===== config.mk =====
export PLATFORM = sky130hd
export DESIGN_NAME = transparent_sprite_rle_encoder_unit
export DESIGN_NICKNAME = d
export VERILOG_FILES = /design/src/hw/rtl/tsre_pkg.sv /design/src/hw/rtl/tsre_front.sv /design/src/hw/rtl/tsre_queue.sv /design/src/hw/rtl/tsre_back.sv /design/src/hw/rtl/transparent_sprite_rle_encoder_unit.sv
export SDC_FILE = /design/constraint.sdc
export NUM_CORES = 1
export LEC_CHECK = 0
export BUFFER_PORTS_ARGS = -buffer_cell sky130_fd_sc_hd__buf_4
export CAP_MARGIN = 15
export CORE_MARGIN = 5
export CORE_UTILIZATION = 40
export CTS_CLUSTER_DIAMETER = 100
export DETAILED_ROUTE_END_ITERATION = 10
export MAX_ROUTING_LAYER = met4
export PLACE_DENSITY_LB_ADDON = 0.2
export RECOVER_POWER = 25
export SLEW_MARGIN = 10
export SYNTH_ARGS = -nofsm -noshare
export SYNTH_HDL_FRONTEND = slang
export SYNTH_SLANG_ARGS = --single-unit

===== constraint.sdc =====
create_clock -name clk -period 12.58 [get_ports clk]
set_input_delay 0.629 -clock clk [delete_from_list [all_inputs] [get_ports clk]]
set_output_delay 0.629 -clock clk [all_outputs]
set_load 0.02 [all_outputs]

===== src/hw/rtl/tsre_pkg.sv =====
package tsre_pkg;

    localparam int MAX_WIDTH   = 4096;
    localparam int OFFSET_BITS = 24;
    localparam int ADDR_BITS   = 24;
    localparam int DATA_BITS   = 32;
    localparam int PIXEL_BITS  = 8;
    localparam int LEN_BITS    = 16;
    localparam int COL_BITS    = $clog2(MAX_WIDTH + 1);
    localparam int CFG_BITS    = 13;
    localparam int CFG_IDX_BITS = 2;

    // writes one pixel can cause: skip run header, opaque byte, closing run header, newline header
    localparam int MAX_WRITES  = 4;
    localparam int SLOT_BITS   = $clog2(MAX_WRITES);
    localparam int WCNT_BITS   = $clog2(MAX_WRITES + 1);

    // queue depth, a power of two so the pointers wrap by themselves
    localparam int QDEPTH      = 4;
    localparam int QPTR_BITS   = $clog2(QDEPTH);

    localparam logic [CFG_IDX_BITS-1:0] CFG_IDX_TRANSPARENT = 2'd0;
    localparam logic [CFG_IDX_BITS-1:0] CFG_IDX_LINE_WIDTH  = 2'd1;

    localparam logic [CFG_BITS-1:0] LINE_WIDTH_RESET = 13'd64;

    localparam logic [1:0] HDR_NEWLINE = 2'd0;
    localparam logic [1:0] HDR_SKIP    = 2'd1;
    localparam logic [1:0] HDR_COPY    = 2'd2;

    typedef struct packed {
        logic [ADDR_BITS-1:0] addr;
        logic [DATA_BITS-1:0] data;
        logic                 is_word;
        logic                 ovf;
    } write_t;

    typedef struct packed {
        write_t [MAX_WRITES-1:0] wr;
        logic   [SLOT_BITS-1:0]  cnt_m1;
    } bundle_t;

    typedef struct packed {
        logic    valid;
        bundle_t bundle;
    } q_push_t;

    typedef struct packed {
        logic    valid;
        bundle_t bundle;
    } q_head_t;

    typedef struct packed {
        logic                    valid;
        logic [CFG_IDX_BITS-1:0] index;
        logic [CFG_BITS-1:0]     data;
    } cfg_wr_t;

    function automatic logic [DATA_BITS-1:0] header_word(
        input logic [1:0]          kind,
        input logic [LEN_BITS-1:0] len
    );
        return {14'd0, kind, len};
    endfunction

endpackage


===== src/hw/rtl/tsre_front.sv =====
module tsre_front (
    input  logic                          clk,
    input  logic                          rst_n,
    input  tsre_pkg::cfg_wr_t             cfg,
    input  logic                          push,
    input  logic [tsre_pkg::PIXEL_BITS-1:0] pixel,
    input  logic                          frame_start,
    input  logic                          q_full,
    output tsre_pkg::q_push_t             q_push
);

    logic [tsre_pkg::PIXEL_BITS-1:0]  trans_color_reg;
    logic [tsre_pkg::CFG_BITS-1:0]    line_width_reg;

    logic [tsre_pkg::OFFSET_BITS-1:0] rec_off_reg, rec_off_next;
    logic [tsre_pkg::OFFSET_BITS-1:0] byte_off_reg, byte_off_next;
    logic [tsre_pkg::OFFSET_BITS-1:0] line_hdr_reg, line_hdr_next;
    logic                             in_copy_reg, in_copy_next;
    logic [tsre_pkg::COL_BITS-1:0]    run_cnt_reg, run_cnt_next;
    logic [tsre_pkg::LEN_BITS-1:0]    line_bytes_reg, line_bytes_next;
    logic [tsre_pkg::COL_BITS-1:0]    column_reg, column_next;
    logic                             wrapped_reg, wrapped_next;

    logic                             accept;
    logic                             transparent;
    logic [tsre_pkg::COL_BITS-1:0]    eff_width;
    tsre_pkg::write_t [tsre_pkg::MAX_WRITES-1:0] wr;
    logic [tsre_pkg::WCNT_BITS-1:0]   n_wr;
    logic [tsre_pkg::OFFSET_BITS:0]   sum;

    function automatic logic [tsre_pkg::OFFSET_BITS:0] adv(
        input logic [tsre_pkg::OFFSET_BITS-1:0] off,
        input logic [3:0]                       inc
    );
        return {1'b0, off} + (tsre_pkg::OFFSET_BITS + 1)'(inc);
    endfunction

    assign accept      = push && !q_full;
    assign transparent = (pixel == trans_color_reg);

    always_comb
    begin
        if (line_width_reg == '0)
            eff_width = tsre_pkg::COL_BITS'(1);
        else if (tsre_pkg::COL_BITS'(line_width_reg) > tsre_pkg::COL_BITS'(tsre_pkg::MAX_WIDTH))
            eff_width = tsre_pkg::COL_BITS'(tsre_pkg::MAX_WIDTH);
        else
            eff_width = tsre_pkg::COL_BITS'(line_width_reg);
    end

    // Whole pixel step resolved here; writes are listed in issue order with
    // the wrap flag as it stands at each one.
    always_comb
    begin
        rec_off_next    = rec_off_reg;
        byte_off_next   = byte_off_reg;
        line_hdr_next   = line_hdr_reg;
        in_copy_next    = in_copy_reg;
        run_cnt_next    = run_cnt_reg;
        line_bytes_next = line_bytes_reg;
        column_next     = column_reg;
        wrapped_next    = wrapped_reg;
        wr              = '0;
        n_wr            = '0;
        sum             = '0;

        if (frame_start)
        begin
            rec_off_next    = '0;
            byte_off_next   = '0;
            line_hdr_next   = '0;
            in_copy_next    = 1'b0;
            run_cnt_next    = '0;
            line_bytes_next = '0;
            column_next     = '0;
            wrapped_next    = 1'b0;
        end

        if (column_next == '0)
        begin
            line_hdr_next = rec_off_next;
            sum = adv(rec_off_next, 4'd4);
            wrapped_next = wrapped_next | sum[tsre_pkg::OFFSET_BITS];
            rec_off_next = sum[tsre_pkg::OFFSET_BITS-1:0];
            sum = adv(rec_off_next, 4'd4);
            wrapped_next = wrapped_next | sum[tsre_pkg::OFFSET_BITS];
            byte_off_next = sum[tsre_pkg::OFFSET_BITS-1:0];
            run_cnt_next = tsre_pkg::COL_BITS'(1);
            if (transparent)
            begin
                in_copy_next    = 1'b0;
                line_bytes_next = tsre_pkg::LEN_BITS'(8);
            end
            else
            begin
                in_copy_next = 1'b1;
                wr[n_wr[tsre_pkg::SLOT_BITS-1:0]].addr    = tsre_pkg::ADDR_BITS'(byte_off_next);
                wr[n_wr[tsre_pkg::SLOT_BITS-1:0]].data    = tsre_pkg::DATA_BITS'(pixel);
                wr[n_wr[tsre_pkg::SLOT_BITS-1:0]].is_word = 1'b0;
                wr[n_wr[tsre_pkg::SLOT_BITS-1:0]].ovf     = wrapped_next;
                n_wr = n_wr + 1'b1;
                sum = adv(byte_off_next, 4'd1);
                wrapped_next = wrapped_next | sum[tsre_pkg::OFFSET_BITS];
                byte_off_next = sum[tsre_pkg::OFFSET_BITS-1:0];
                line_bytes_next = tsre_pkg::LEN_BITS'(9);
            end
        end
        else if (transparent)
        begin
            if (!in_copy_next)
            begin
                run_cnt_next = run_cnt_next + 1'b1;
            end
            else
            begin
                wr[n_wr[tsre_pkg::SLOT_BITS-1:0]].addr    = tsre_pkg::ADDR_BITS'(rec_off_next);
                wr[n_wr[tsre_pkg::SLOT_BITS-1:0]].data    = tsre_pkg::header_word(
                    tsre_pkg::HDR_COPY, tsre_pkg::LEN_BITS'(run_cnt_next));
                wr[n_wr[tsre_pkg::SLOT_BITS-1:0]].is_word = 1'b1;
                wr[n_wr[tsre_pkg::SLOT_BITS-1:0]].ovf     = wrapped_next;
                n_wr = n_wr + 1'b1;
                rec_off_next    = byte_off_next;
                in_copy_next    = 1'b0;
                run_cnt_next    = tsre_pkg::COL_BITS'(1);
                line_bytes_next = line_bytes_next + tsre_pkg::LEN_BITS'(4);
            end
        end
        else
        begin
            if (in_copy_next)
            begin
                run_cnt_next = run_cnt_next + 1'b1;
            end
            else
            begin
                // skip run ends: its header, then a fresh copy header slot
                wr[n_wr[tsre_pkg::SLOT_BITS-1:0]].addr    = tsre_pkg::ADDR_BITS'(rec_off_next);
                wr[n_wr[tsre_pkg::SLOT_BITS-1:0]].data    = tsre_pkg::header_word(
                    tsre_pkg::HDR_SKIP, tsre_pkg::LEN_BITS'(run_cnt_next));
                wr[n_wr[tsre_pkg::SLOT_BITS-1:0]].is_word = 1'b1;
                wr[n_wr[tsre_pkg::SLOT_BITS-1:0]].ovf     = wrapped_next;
                n_wr = n_wr + 1'b1;
                sum = adv(rec_off_next, 4'd4);
                wrapped_next = wrapped_next | sum[tsre_pkg::OFFSET_BITS];
                rec_off_next = sum[tsre_pkg::OFFSET_BITS-1:0];
                sum = adv(rec_off_next, 4'd4);
                wrapped_next = wrapped_next | sum[tsre_pkg::OFFSET_BITS];
                byte_off_next = sum[tsre_pkg::OFFSET_BITS-1:0];
                in_copy_next = 1'b1;
                run_cnt_next = tsre_pkg::COL_BITS'(1);
                line_bytes_next = line_bytes_next + tsre_pkg::LEN_BITS'(4);
            end
            wr[n_wr[tsre_pkg::SLOT_BITS-1:0]].addr    = tsre_pkg::ADDR_BITS'(byte_off_next);
            wr[n_wr[tsre_pkg::SLOT_BITS-1:0]].data    = tsre_pkg::DATA_BITS'(pixel);
            wr[n_wr[tsre_pkg::SLOT_BITS-1:0]].is_word = 1'b0;
            wr[n_wr[tsre_pkg::SLOT_BITS-1:0]].ovf     = wrapped_next;
            n_wr = n_wr + 1'b1;
            sum = adv(byte_off_next, 4'd1);
            wrapped_next = wrapped_next | sum[tsre_pkg::OFFSET_BITS];
            byte_off_next = sum[tsre_pkg::OFFSET_BITS-1:0];
            line_bytes_next = line_bytes_next + tsre_pkg::LEN_BITS'(1);
        end

        column_next = column_next + 1'b1;
        if (column_next >= eff_width)
        begin
            wr[n_wr[tsre_pkg::SLOT_BITS-1:0]].addr    = tsre_pkg::ADDR_BITS'(rec_off_next);
            wr[n_wr[tsre_pkg::SLOT_BITS-1:0]].data    = tsre_pkg::header_word(
                in_copy_next ? tsre_pkg::HDR_COPY : tsre_pkg::HDR_SKIP,
                tsre_pkg::LEN_BITS'(run_cnt_next));
            wr[n_wr[tsre_pkg::SLOT_BITS-1:0]].is_word = 1'b1;
            wr[n_wr[tsre_pkg::SLOT_BITS-1:0]].ovf     = wrapped_next;
            n_wr = n_wr + 1'b1;
            if (in_copy_next)
            begin
                rec_off_next = byte_off_next;
            end
            else
            begin
                sum = adv(rec_off_next, 4'd4);
                wrapped_next = wrapped_next | sum[tsre_pkg::OFFSET_BITS];
                rec_off_next = sum[tsre_pkg::OFFSET_BITS-1:0];
            end
            wr[n_wr[tsre_pkg::SLOT_BITS-1:0]].addr    = tsre_pkg::ADDR_BITS'(line_hdr_next);
            wr[n_wr[tsre_pkg::SLOT_BITS-1:0]].data    = tsre_pkg::header_word(
                tsre_pkg::HDR_NEWLINE, line_bytes_next);
            wr[n_wr[tsre_pkg::SLOT_BITS-1:0]].is_word = 1'b1;
            wr[n_wr[tsre_pkg::SLOT_BITS-1:0]].ovf     = wrapped_next;
            n_wr = n_wr + 1'b1;
            column_next  = '0;
            in_copy_next = 1'b0;
            run_cnt_next = '0;
        end
    end

    // pixels that only extend a skip run put nothing in the queue
    always_comb
    begin
        q_push.valid         = accept && (n_wr != '0);
        q_push.bundle.wr     = wr;
        q_push.bundle.cnt_m1 = tsre_pkg::SLOT_BITS'(n_wr - 1'b1);
    end

    always_ff @(posedge clk or negedge rst_n)
    begin
        if (!rst_n)
        begin
            trans_color_reg <= '0;
            line_width_reg  <= tsre_pkg::LINE_WIDTH_RESET;
        end
        else if (cfg.valid)
        begin
            case (cfg.index)
                tsre_pkg::CFG_IDX_TRANSPARENT:
                    trans_color_reg <= cfg.data[tsre_pkg::PIXEL_BITS-1:0];
                tsre_pkg::CFG_IDX_LINE_WIDTH:
                    line_width_reg  <= cfg.data;
                default:
                    ;
            endcase
        end
    end

    always_ff @(posedge clk or negedge rst_n)
    begin
        if (!rst_n)
        begin
            rec_off_reg    <= '0;
            byte_off_reg   <= '0;
            line_hdr_reg   <= '0;
            in_copy_reg    <= 1'b0;
            run_cnt_reg    <= '0;
            line_bytes_reg <= '0;
            column_reg     <= '0;
            wrapped_reg    <= 1'b0;
        end
        else if (accept)
        begin
            rec_off_reg    <= rec_off_next;
            byte_off_reg   <= byte_off_next;
            line_hdr_reg   <= line_hdr_next;
            in_copy_reg    <= in_copy_next;
            run_cnt_reg    <= run_cnt_next;
            line_bytes_reg <= line_bytes_next;
            column_reg     <= column_next;
            wrapped_reg    <= wrapped_next;
        end
    end

endmodule


===== src/hw/rtl/tsre_queue.sv =====
module tsre_queue (
    input  logic              clk,
    input  logic              rst_n,
    input  tsre_pkg::q_push_t q_push,
    output logic              q_full,
    output tsre_pkg::q_head_t q_head,
    input  logic              q_pop
);

    tsre_pkg::bundle_t                entry_reg [tsre_pkg::QDEPTH];
    logic [tsre_pkg::QPTR_BITS-1:0]   wr_ptr_reg;
    logic [tsre_pkg::QPTR_BITS-1:0]   rd_ptr_reg;
    logic [tsre_pkg::QPTR_BITS:0]     count_reg, count_next;
    logic                             do_push;
    logic                             do_pop;

    assign q_full  = (count_reg == (tsre_pkg::QPTR_BITS + 1)'(tsre_pkg::QDEPTH));
    assign do_push = q_push.valid && !q_full;
    assign do_pop  = q_pop && (count_reg != '0);

    always_comb
    begin
        q_head.valid  = (count_reg != '0);
        q_head.bundle = entry_reg[rd_ptr_reg];
    end

    always_comb
    begin
        count_next = count_reg;
        if (do_push && !do_pop)
            count_next = count_reg + 1'b1;
        else if (!do_push && do_pop)
            count_next = count_reg - 1'b1;
    end

    always_ff @(posedge clk)
    begin
        if (do_push)
            entry_reg[wr_ptr_reg] <= q_push.bundle;
    end

    always_ff @(posedge clk or negedge rst_n)
    begin
        if (!rst_n)
        begin
            wr_ptr_reg <= '0;
            rd_ptr_reg <= '0;
            count_reg  <= '0;
        end
        else
        begin
            if (do_push)
                wr_ptr_reg <= wr_ptr_reg + 1'b1;
            if (do_pop)
                rd_ptr_reg <= rd_ptr_reg + 1'b1;
            count_reg <= count_next;
        end
    end

endmodule


===== src/hw/rtl/tsre_back.sv =====
module tsre_back (
    input  logic                           clk,
    input  logic                           rst_n,
    input  tsre_pkg::q_head_t              q_head,
    output logic                           q_pop,
    output logic                           empty,
    input  logic                           pop,
    output logic [tsre_pkg::ADDR_BITS-1:0] write_addr,
    output logic [tsre_pkg::DATA_BITS-1:0] write_data,
    output logic                           is_word,
    output logic                           last,
    output logic                           overflow
);

    logic                           out_valid_reg;
    tsre_pkg::write_t               out_wr_reg;
    logic                           out_last_reg;
    logic [tsre_pkg::SLOT_BITS-1:0] slot_reg;
    logic                           load;
    logic                           slot_last;

    // output register refills whenever it is empty or being taken
    assign load      = !out_valid_reg || pop;
    assign slot_last = (slot_reg == q_head.bundle.cnt_m1);
    assign q_pop     = load && q_head.valid && slot_last;

    assign empty      = !out_valid_reg;
    assign write_addr = out_wr_reg.addr;
    assign write_data = out_wr_reg.data;
    assign is_word    = out_wr_reg.is_word;
    assign overflow   = out_wr_reg.ovf;
    assign last       = out_last_reg;

    always_ff @(posedge clk)
    begin
        if (load && q_head.valid)
        begin
            out_wr_reg   <= q_head.bundle.wr[slot_reg];
            out_last_reg <= slot_last;
        end
    end

    always_ff @(posedge clk or negedge rst_n)
    begin
        if (!rst_n)
        begin
            out_valid_reg <= 1'b0;
            slot_reg      <= '0;
        end
        else if (load)
        begin
            out_valid_reg <= q_head.valid;
            if (q_head.valid)
                slot_reg <= slot_last ? '0 : slot_reg + 1'b1;
        end
    end

endmodule


===== src/hw/rtl/transparent_sprite_rle_encoder_unit.sv =====
// Path: the writes of a taken pixel are registered into the pixel queue and then into
//   the output register before the result ports; they leave one per cycle as popped.
// Throughput: one pixel per cycle while each pixel causes at most one write and results are
//   popped; a pixel causing k writes (up to 4) holds the single result port for k pops,
//   and the 4-entry pixel queue between classifier and write sequencer absorbs the burst.
// Reset: asynchronous, active low; queue and output empty, offsets and counters zero.
module transparent_sprite_rle_encoder_unit (
    input  logic                              clk,
    input  logic                              rst_n,
    input  logic                              cfg_valid,
    output logic                              cfg_ready,
    input  logic [tsre_pkg::CFG_IDX_BITS-1:0] cfg_index,
    input  logic [tsre_pkg::CFG_BITS-1:0]     cfg_data,
    input  logic                              push,
    output logic                              full,
    input  logic [tsre_pkg::PIXEL_BITS-1:0]   pixel,
    input  logic                              frame_start,
    output logic                              empty,
    input  logic                              pop,
    output logic [tsre_pkg::ADDR_BITS-1:0]    write_addr,
    output logic [tsre_pkg::DATA_BITS-1:0]    write_data,
    output logic                              is_word,
    output logic                              last,
    output logic                              overflow
);

    tsre_pkg::cfg_wr_t cfg;
    tsre_pkg::q_push_t q_push;
    tsre_pkg::q_head_t q_head;
    logic              q_full;
    logic              q_pop;

    assign cfg_ready = 1'b1;
    assign full      = q_full;

    always_comb
    begin
        cfg.valid = cfg_valid;
        cfg.index = cfg_index;
        cfg.data  = cfg_data;
    end

    tsre_front u_front (
        .clk         (clk),
        .rst_n       (rst_n),
        .cfg         (cfg),
        .push        (push),
        .pixel       (pixel),
        .frame_start (frame_start),
        .q_full      (q_full),
        .q_push      (q_push)
    );

    tsre_queue u_queue (
        .clk    (clk),
        .rst_n  (rst_n),
        .q_push (q_push),
        .q_full (q_full),
        .q_head (q_head),
        .q_pop  (q_pop)
    );

    tsre_back u_back (
        .clk        (clk),
        .rst_n      (rst_n),
        .q_head     (q_head),
        .q_pop      (q_pop),
        .empty      (empty),
        .pop        (pop),
        .write_addr (write_addr),
        .write_data (write_data),
        .is_word    (is_word),
        .last       (last),
        .overflow   (overflow)
    );

endmodule


# ---- Yosys cells after proc, flatten, opt, wreduce, memory -nomap -nowiden
# Memories as Yosys holds them, arrays and structs flattened.
# Cells that the tools add are included.
dict set report totals {
  regBits 206
  latch_bits 0
  ram_bits 936
  rom_bits 0
  in_bits 29
  output_inout_bits 62
  word_cells 191
  memories 1
}
dict set report classes {
  addsub 18
  multipliers 0
  div_mod_pow 0
  n_lt_le_gt_ge 9
  eq_ne 4
  n_shift 0
  mux 109
  bitwise 5
  reduce_logical 25
}
# memory depth width rd rd_clocked_by_memory_dff wr line
set mem_list {}
lappend mem_list {u_queue.entry_reg 4 234 1 0 1 tsre_queue.sv:10} ;# tsre_pkg::bundle_t entry_reg [tsre_pkg::QDEPTH];
# operator n
set ops {}
lappend ops {{bitwise mux 232 bit} 12}
lappend ops {{demux 58 bit (select 2 bit)} 12}
lappend ops {{two-way mux 58 bit} 11}
lappend ops {{two-way mux 24 bit} 16}
lappend ops {{two-way mux 174 bit} 2}
lappend ops {{two-way mux 232 bit} 1}
lappend ops {{two-way mux 13 bit} 10}
lappend ops {{binary-select mux 58 bit (select 2 bit)} 1}
lappend ops {{two-way mux 16 bit} 7}
lappend ops {{two-way mux 34 bit} 3}
lappend ops {{adder 24 x 3 -> 25 bit, second input constant} 3}
lappend ops {{adder 24 x 1 -> 25 bit, second input constant} 2}
lappend ops {{adder 13 x 1 -> 13 bit, second input constant} 2}
lappend ops {{logical NOT 13 bit} 2}
lappend ops {{two-way mux 1 bit} 22}
lappend ops {{two-way mux 3 bit} 7}
lappend ops {{adder 16 x 1 -> 16 bit, second input constant} 1}
lappend ops {{adder 16 x 3 -> 16 bit, second input constant} 1}
lappend ops {{greater-or-equal comparator 13 bit} 1}
lappend ops {{> comparator 13 bit, second input constant} 1}
lappend ops {{adder 3 x 1 -> 3 bit, second input constant} 4}
lappend ops {{< comparator 2 x 3 -> 1 bit, second input constant} 4}
lappend ops {{logical AND 1 bit} 11}
lappend ops {{two-way mux 2 bit} 5}
lappend ops {{15 further kinds} 29}

# ---- Longest topological paths before layout
# Gate-level depths: netlist of the first run.
dict set report logic_depth {
  depth_word 23
  mapped_depth 30
  depth_no_buf 23
}

# ---- Modules after synthesis
# Synthesis of the first run repeated with hierarchy kept, for this count alone.
dict set report hier_totals {
  cells_unflattened 3744
  hier_area_um2 53681.5
}
# mod instances cells_per_inst area_per_inst_um2 seq_area_each_um2
set modules_own_cells {}
lappend modules_own_cells {tsre_queue 1 1257 34099.0 28282.1}
lappend modules_own_cells {tsre_front 1 2335 16159.2 3429.5}
lappend modules_own_cells {tsre_back 1 150 3412.0 1846.8}
lappend modules_own_cells {transparent_sprite_rle_encoder_unit 1 2 11.3 0.0}

# ---- Worst setup path before layout of the first run
# Ideal clock, no wire load.
dict set report synth_path {
  path_kind {in2reg}
  start {in frame_start}
  end {mem u_queue.entry_reg[0][0] in the netlist's numbering, enable pin}
  t_arrival_ps 9720
  slack_ps 2300
  path_stages 25
  n_path_buf 13
  cell_sequence {buf_6 > buf_6 > buf_6 > buf_2 > buf_2 > buf_1 > clkbuf_1 > buf_1 > buf_1 > clkbuf_1 > buf_1 > nor2_1 > ha_1 > a21oi_1 > nor2b_1 > o21ai_0 > o211ai_1 > a221o_1 > clkbuf_1 > nand2_1 > clkbuf_1 > o21ai_0 > ha_1 > a21oi_1 > and2_1}
}
dict set report synth_between {
  elab_chain_len 15
}
# element line
set synth_rtl {}
lappend synth_rtl {{start: declaration} transparent_sprite_rle_encoder_unit.sv:17} ;# input logic frame_start,
lappend synth_rtl {{two-way mux 1 bit} tsre_front.sv:67} ;# if (frame_start)
lappend synth_rtl {{two-way mux 1 bit} tsre_front.sv:130} ;# if (in_copy_next)
lappend synth_rtl {{two-way mux 3 bit} tsre_front.sv:108} ;# else if (transparent)
lappend synth_rtl {{two-way mux 3 bit} tsre_front.sv:79} ;# if (column_next == '0)
lappend synth_rtl {{adder 3 x 1 -> 3 bit} tsre_front.sv:157} ;# n_wr = n_wr + 1'b1;
lappend synth_rtl {{two-way mux 3 bit} tsre_front.sv:108}
lappend synth_rtl {{two-way mux 3 bit} tsre_front.sv:79}
lappend synth_rtl {{adder 3 x 1 -> 3 bit} tsre_front.sv:173} ;# n_wr = n_wr + 1'b1;
lappend synth_rtl {{adder 3 x 1 -> 3 bit} tsre_front.sv:189} ;# n_wr = n_wr + 1'b1;
lappend synth_rtl {{two-way mux 3 bit (*)} tsre_front.sv:165} ;# if (column_next >= eff_width)
lappend synth_rtl {{nonzero test 3 bit (*)} tsre_front.sv:199} ;# q_push.valid = accept && (n_wr != '0);
lappend synth_rtl {{logical AND 1 bit (*)} tsre_front.sv:199}
lappend synth_rtl {{logical AND 1 bit (*)} tsre_queue.sv:18} ;# assign do_push = q_push.valid && !q_full;
lappend synth_rtl {{via u_queue.do_push} tsre_queue.sv:14} ;# logic do_push;
lappend synth_rtl {{two-way mux 1 bit (*)} tsre_queue.sv:38} ;# if (do_push)
lappend synth_rtl {{two-way mux 1 bit (not written as such) (*)} tsre_queue.sv:39} ;# entry_reg[wr_ptr_reg] <= q_push.bundle;
lappend synth_rtl {{end: declaration} tsre_queue.sv:10}
# The timed path passes the listed nets; every way through them passes the cells marked *. The select of a mux whose other input is x is not followed.

==> results of run 1 <==
## per-layer routing
layer  vias to the layer above  routed length (um)  track usage (%)
met4                         0                5454            8.756
met5                         -                   0                -
met1                     15805               59760            32.14
met3                       311               10210            4.031
li1                      13443                   -                -
met2                      1373               64770            35.94
## how the worst max path moves through the flow
| stage | start | to | slack, ns | cells after the start |
|---|---|---|---|---|
| finish | frame_start | u_queue.entry_reg[0][188]$_DFFE_PP_ | 3.28 | 13 |
| global route | frame_start | u_queue.entry_reg[2][188]$_DFFE_PP_ | 2.92 | 13 |
| CTS | u_front.rec_off_reg[3]$_DFFE_PN0P_ | u_queue.entry_reg[2][176]$_DFFE_PP_ | 6.31 | 14 |
| detailed placement | frame_start | u_queue.entry_reg[1][124]$_DFFE_PP_ | 5.93 | 14 |
| global placement | frame_start | u_queue.entry_reg[1][39]$_DFFE_PP_ | 5.97 | 20 |
| floorplan | frame_start | u_queue.entry_reg[0][0]$_DFFE_PP_ | 2.30 | 25 |
## per-stage QoR
stage                     std cells  area, um^2  setup slack, ns  util (%)
after floorplan                3475       45050            2.300         -
final                          5043       50130            3.277     44.68
after global routing           5043       50130            2.921     44.68
after CTS                      5041       50400            6.310     44.93
after global placement         4856       47150            5.974     42.02
after detailed placement       4856       47150            5.928     42.02
## report_power, final
part / switching (W) / total, W / internal [W]
combinational: 0.00246 / 0.00397 / 0.00152
sequential: 0.000413 / 0.00455 / 0.00413
clock: 0.00120 / 0.00289 / 0.00169
## cells in the mapped netlist, types with 21 or more instances
cell type / instances
edfxtp_1: 757
nand2_1: 458
nor2_1: 226
mux4_2: 222
o21ai_0: 174
clkbuf_1: 159
dfrtp_1: 146
a21oi_1: 145
o22ai_1: 92
nand3_1: 88
xnor2_1: 71
buf_1: 63
xor2_1: 52
nor3_1: 51
ha_1: 38
mux2_2: 36
o221ai_1: 36
a22oi_1: 34
a31oi_1: 34
inv_1: 30
nand4_1: 29
nor2b_1: 28
a211oi_1: 25
and3_1: 25
and2_1: 24
mux2i_1: 24
buf_2: 21
o31ai_1: 21
## final cells by class
cell class | count | area, um^2
clock buffer | 138 | 2745
clock inverter | 46 | 499.2
fill | 10088 | 62060
inverter | 31 | 116.4
multi-input combinational | 2272 | 17510
sequential | 904 | 26420
tap | 1500 | 1877
timing repair buffer | 152 | 960.9
## worst max-delay path: stages
cell      delay [ns]
clkbuf_1        0.86
inv_1           0.72
nand2_1         0.24
ha_1            0.26
nor4b_1         1.57
a32oi_4         0.25
buf_12          0.30
nand2_1         0.25
nor2_1          0.08
clkbuf_1        0.36
nand2_2         0.17
clkbuf_1        2.51
o21ai_0         1.16
## placed cells by master (no fill, tap or decap), types with 16 or more instances in the layout
cell       instances
o22ai_1           92
clkbuf_1          92
o211ai_1          19
a21oi_1          144
mux4_2           222
dfrtp_1          142
nand3_1           88
mux2_2            36
ha_1              38
o221ai_1          36
nand4_1           29
xor2_1            52
clkinv_1          16
and3_1            25
buf_4             78
a31oi_1           34
o31ai_1           21
o21ai_0          174
a211oi_1          25
nor2b_1           27
mux2i_1           24
clkbuf_16        100
nor2_1           220
edfxtp_1         757
nor3_1            49
nand2_1          453
and2_1            18
inv_1             28
xnor2_1           71
a22oi_1           34
## logic make-up after synthesis
group / count (synthesis) / synth area share, %
fa+ha+maj: 39 / 1.101
flops: 904 / 58.69
compound gates: 744 / 11.07
buf+inv: 299 / 2.797
simple gates: 1064 / 11.22
xor+xnor: 126 / 2.502
mux: 284 / 12.60
other cells: 2 / 0.01669
==> results.yml, run 1 <==
synth:
  synth_edf_count: 757
  ys_warn_count: 0
  netlist_instances: 3462
  async_reset_ff_share_pct: 16.26
  ys_ff_latch: 904
  synth-main-ff-cell: "edfxtp_1"
  syn_area_per_cell_um2: 13.00
  synth_area_leaders: "edfxtp_1, mux4_2, dfrtp_1"
  synth_top_area_cell: "edfxtp_1"
  netlist_area_mm2: 0.04501
  netlist.area_leader.share_pct: 50.51
  synthDistinctLibCells: 111
  yosysSeqAreaShare_pct: 58.69
clocking:
  ctsLongestPathBuffers: 3
  cts_resized: 0
  cts_sinks: 904
  clk_latency_ns: 0.69
  clkTransAtPathRegs_ns: 0.06
  post-cts-setup-buffer-count: 0
  cts_buffers: 98
  cts_root_buf: "clkbuf_16"
  h-tree-depth: 3
  postCtsHoldBufs: 1
  cts_tree: "done"
status:
  status: "complete, but fails checks"
  violations: "capacitance limit, slew limit"
sta:
  max_freq_ghz: 0.1075
  setup_tns_ns: 0
  timing.final.crit_share_pct: 73.95
  finalCriticalPeriod_ns: 9.303
  grt_setup_unrepaired: "false"
  slew_headroom_pct: -155.5
  finClkSkew_ns: 0.02986
  holdWs_ns: 0.1540
  max_slew.worst_pin.slew_ns: 3.833
  finalMaxSlewViolations: 606
  finalSetupViolCount: 0
  final_hold_viol_count: 0
floorplanning:
  start_util_pct: 40.12
  die-area_mm2: 0.1193
  die_y_um: 345.4
  core_mm2: 0.1122
  die_x_um: 345.4
  pin_count: 91
  rows: 123
critical_path:
  start_kind: "primary input"
  worst_r2r_endpoint: "u_queue.entry_reg[0][188]$_DFFE_PP_"
  rr_worst_depth: 12
  critical_path_class: "in -> reg"
  endpoint_kind: "flop"
  timing.rr.start: "u_front.column_reg[1]$_DFFE_PN0P_"
  critical_path_required_ns: 12.75
  crit_arrival_ns: 9.47
  crit_fanout: 104
  timing.reg2reg.setup_slack_ns: 4.40
worst_hold_path:
  hold_depth: 2
  min_to: "u_back.out_valid_reg$_DFFE_PN0N_"
  hold_start: "pop"
  min_path_type: "in -> reg"
final_layout:
  nets: 3527
  antennaDiodeCount: 0
  drive_gt1_share_pct: 16.34
  area_delta_synth_final_pct: 11.38
  largest_reg_flops: 712
detailed_routing:
  avgViaCountPerCell: 6.134
  ant_nets: 0
  wire_per_inst_um: 27.80
  drt-initial-drc-count: 3619
  vias: 30932
  drc: 0
  drt-pass1-iter-count: 8
  wl_um: 140200
grt:
  first_global_vias: 30390
  grt_overflow: 0
  grt_antenna_before_repair: 2
  track_usage_pct: 23.62
  grt_pass1_wl_um: 208100
  grt_max_degree: 117
power_and_ir_drop:
  peakVddDrop_mv: 0.1575
  p_per_area_mw_per_mm2: 227.6
  leakage_nw: 16.63
  total_power_w: 0.01141
place:
  hpwl_um: 90200
  port_buffers: 75
  place_congestion: 0.9684
flow_run:
  maxCapViolations: 15
Power figures use the tool's default switching activity.
==> run 2, diff against run 1 <==
clock period = 9.4 ns   (was 12.58 ns; I/O delays follow)
==> results.yml, run 2 (same netlist as run 1, synthesis figures left out) <==
sta:
  slew_headroom_pct: -129.0
  final_hold_viol_count: 0
  timing.final.crit_share_pct: 82.94
  max_freq_ghz: 0.1283
  setup_tns_ns: 0
  grt_setup_unrepaired: "false"
  finClkSkew_ns: 0.06529
  max_slew.worst_pin.slew_ns: 3.434
  finalCriticalPeriod_ns: 7.796
  finalSetupViolCount: 0
  finalMaxSlewViolations: 549
grt:
  grt_max_degree: 104
  grt.met3_usage_pct: 4.822
  grt_util_met2_pct: 34.50
  met1_usage_pct: 35.03
  gr-max-usage-layer: "met1"
  track_usage_pct: 24.27
  grt_overflow: 0
  grt_antenna_before_repair: 6
  grt_pass1_wl_um: 211800
  first_global_vias: 29803
floorplanning:
  die-area_mm2: 0.1193
  start_util_pct: 40.12
  pin_count: 91
  die_x_um: 345.4
  core_mm2: 0.1122
  die_y_um: 345.4
  rows: 123
critical_path:
  critical_path_class: "in -> reg"
  crit_arrival_ns: 8.31
  rr_worst_depth: 15
  crit_fanout: 45
  critical_path_required_ns: 9.91
  start_kind: "primary input"
  endpoint_kind: "flop"
final_layout:
  most-common-layout-cells: "edfxtp_1, nand2_1, nor2_1"
  drive_gt1_share_pct: 16.47
  final_common_cell: "edfxtp_1"
  largest_reg_flops: 712
  nets: 3537
  area_delta_synth_final_pct: 11.21
  fill_cells: 10148
  final_core_util_pct: 44.61
clocking:
  post-cts-setup-buffer-count: 0
  cts_sinks: 904
  clkTransAtPathRegs_ns: 0.06
  cts_root_buf: "clkbuf_16"
  ctsLongestPathBuffers: 3
  h-tree-depth: 3
  cts_buffers: 96
  cts_tree: "done"
  clk_latency_ns: 0.72
detailed_routing:
  wl_um: 144600
  drt-initial-drc-count: 4325
  drc: 0
  ant_nets: 0
  drt-pass1-iter-count: 6
  wire_per_inst_um: 28.65
  vias: 31286
  avgViaCountPerCell: 6.199
power_and_ir_drop:
  p_per_area_mw_per_mm2: 305.0
  p_int_w: 0.009683
  power.share.clock_pct: 24.4
  peakVddDrop_mv: 0.1922
  p_sw_share_pct: 36.56
  p_comb_share_pct: 35.6
  leakage_nw: 16.63
  seqPwrFrac_pct: 39.9
  p_switching_w: 0.005581
status:
  status: "complete, but fails checks"
  violations: "capacitance limit, slew limit"
place:
  hpwl_um: 96260
  port_buffers: 75
  place_congestion: 0.9724
worst_hold_path:
  hold_depth: 2
  min_path_type: "in -> reg"
flow_run:
  maxCapViolations: 12
## run 2: changes by cell type in the layout (fill, tap and decap cells not counted), sizes merged
| cell | previous run | this run |
|---|---|---|
| diode | 0 | 2 |
| buf | 84 | 96 |
| clkinv | 31 | 32 |
| bufinv | 8 | 6 |
| inv | 34 | 36 |
| clkbuf | 205 | 190 |
| dlygate4sd3 | 1 | 4 |
| clkinvlp | 4 | 5 |
## run 2: cell type report
class / count / area [um^2] / share of cell area (%)
diodes: 2 / 5.005 / 0.009999
clock buffers: 126 / 2606 / 5.207
clock inverters: 48 / 483.0 / 0.9649
inverters: 31 / 116.4 / 0.2325
multi-input cells: 2272 / 17450 / 34.86
flip-flops and latches: 904 / 26420 / 52.79
well taps: 1500 / 1877 / 3.750
repair buffers: 164 / 1094 / 2.185
## run 2: worst paths after layout
check	startpoint	end	slack [ns]
max in group asynchronous	rst_n	u_front.in_copy_reg$_DFFE_PN0P_	2.84
min in group asynchronous	rst_n	u_front.byte_off_reg[15]$_DFFE_PN0P_	1.32
worst max-delay path	frame_start	u_queue.entry_reg[1][60]$_DFFE_PP_	1.60
worst min register to register	u_queue.count_reg[2]$_DFFE_PN0P_	u_queue.count_reg[2]$_DFFE_PN0P_	0.48
worst max register to register	u_front.column_reg[1]$_DFFE_PN0P_	u_queue.entry_reg[1][60]$_DFFE_PP_	1.85
worst min-delay path	cfg_data[8]	u_front.line_width_reg[8]$_DFFE_PN0P_	0.04
## run 2: routing by layer
layer  wire (um)  part of all wire (%)  up-vias
li1            -                     -    13460
met1       62690                    43    15922
met2       63470                    44     1604
met3       13200                   9.1      300
met4        5251                   3.6        0
met5           0                     0        -
## run 2: repair_timing
item | in CTS | in global routing
endpoints found under the setup margin | 0 | 0
hold buffers | 4 | 0
gates resized for setup | 0 | 0
hold endpoints to repair | 44 | 0
## run 2: critical path, stage by stage
cell       delay [ns]
buf_4            0.28
inv_1            0.55
nand2_1          0.24
ha_1             0.23
nor4b_1          1.10
a32o_1           0.76
clkbuf_1         1.78
a22o_1           0.36
a21oi_1          0.05
buf_4            0.25
nor3_1           0.34
nand4bb_1        0.23
nor3_1           0.43
nand4_1          0.42
a21oi_1          0.43
o22a_1           0.31
## run 2: power groups by stage
stage / Combinational [W] / Clock, W / Sequential (W)
2_1_floorplan: 0.00357 / 0 / 0.00601
3_3_place_gp: 0.00551 / 0 / 0.00615
3_5_place_dp: 0.00551 / 0 / 0.00617
4_1_cts: 0.00553 / 0.00381 / 0.00609
5_1_grt: 0.00578 / 0.00398 / 0.00619
6_report: 0.00544 / 0.00373 / 0.00610
## run 2: stage by stage
step / hold slack (ns) / setup WS, ns / area [um^2] / power (W) / cells
2_1_floorplan: 0.1744 / 1.247 / 45060 / 0.009575 / 3475
3_3_place_gp: 0.4593 / 2.244 / 47220 / 0.01166 / 4866
3_5_place_dp: 0.4630 / 2.140 / 47220 / 0.01168 / 4866
4_1_cts: 0.002857 / 2.854 / 50340 / 0.01543 / 5044
5_1_grt: 0.02647 / 1.252 / 50050 / 0.01594 / 5047
6_report: 0.04153 / 1.604 / 50050 / 0.01526 / 5047
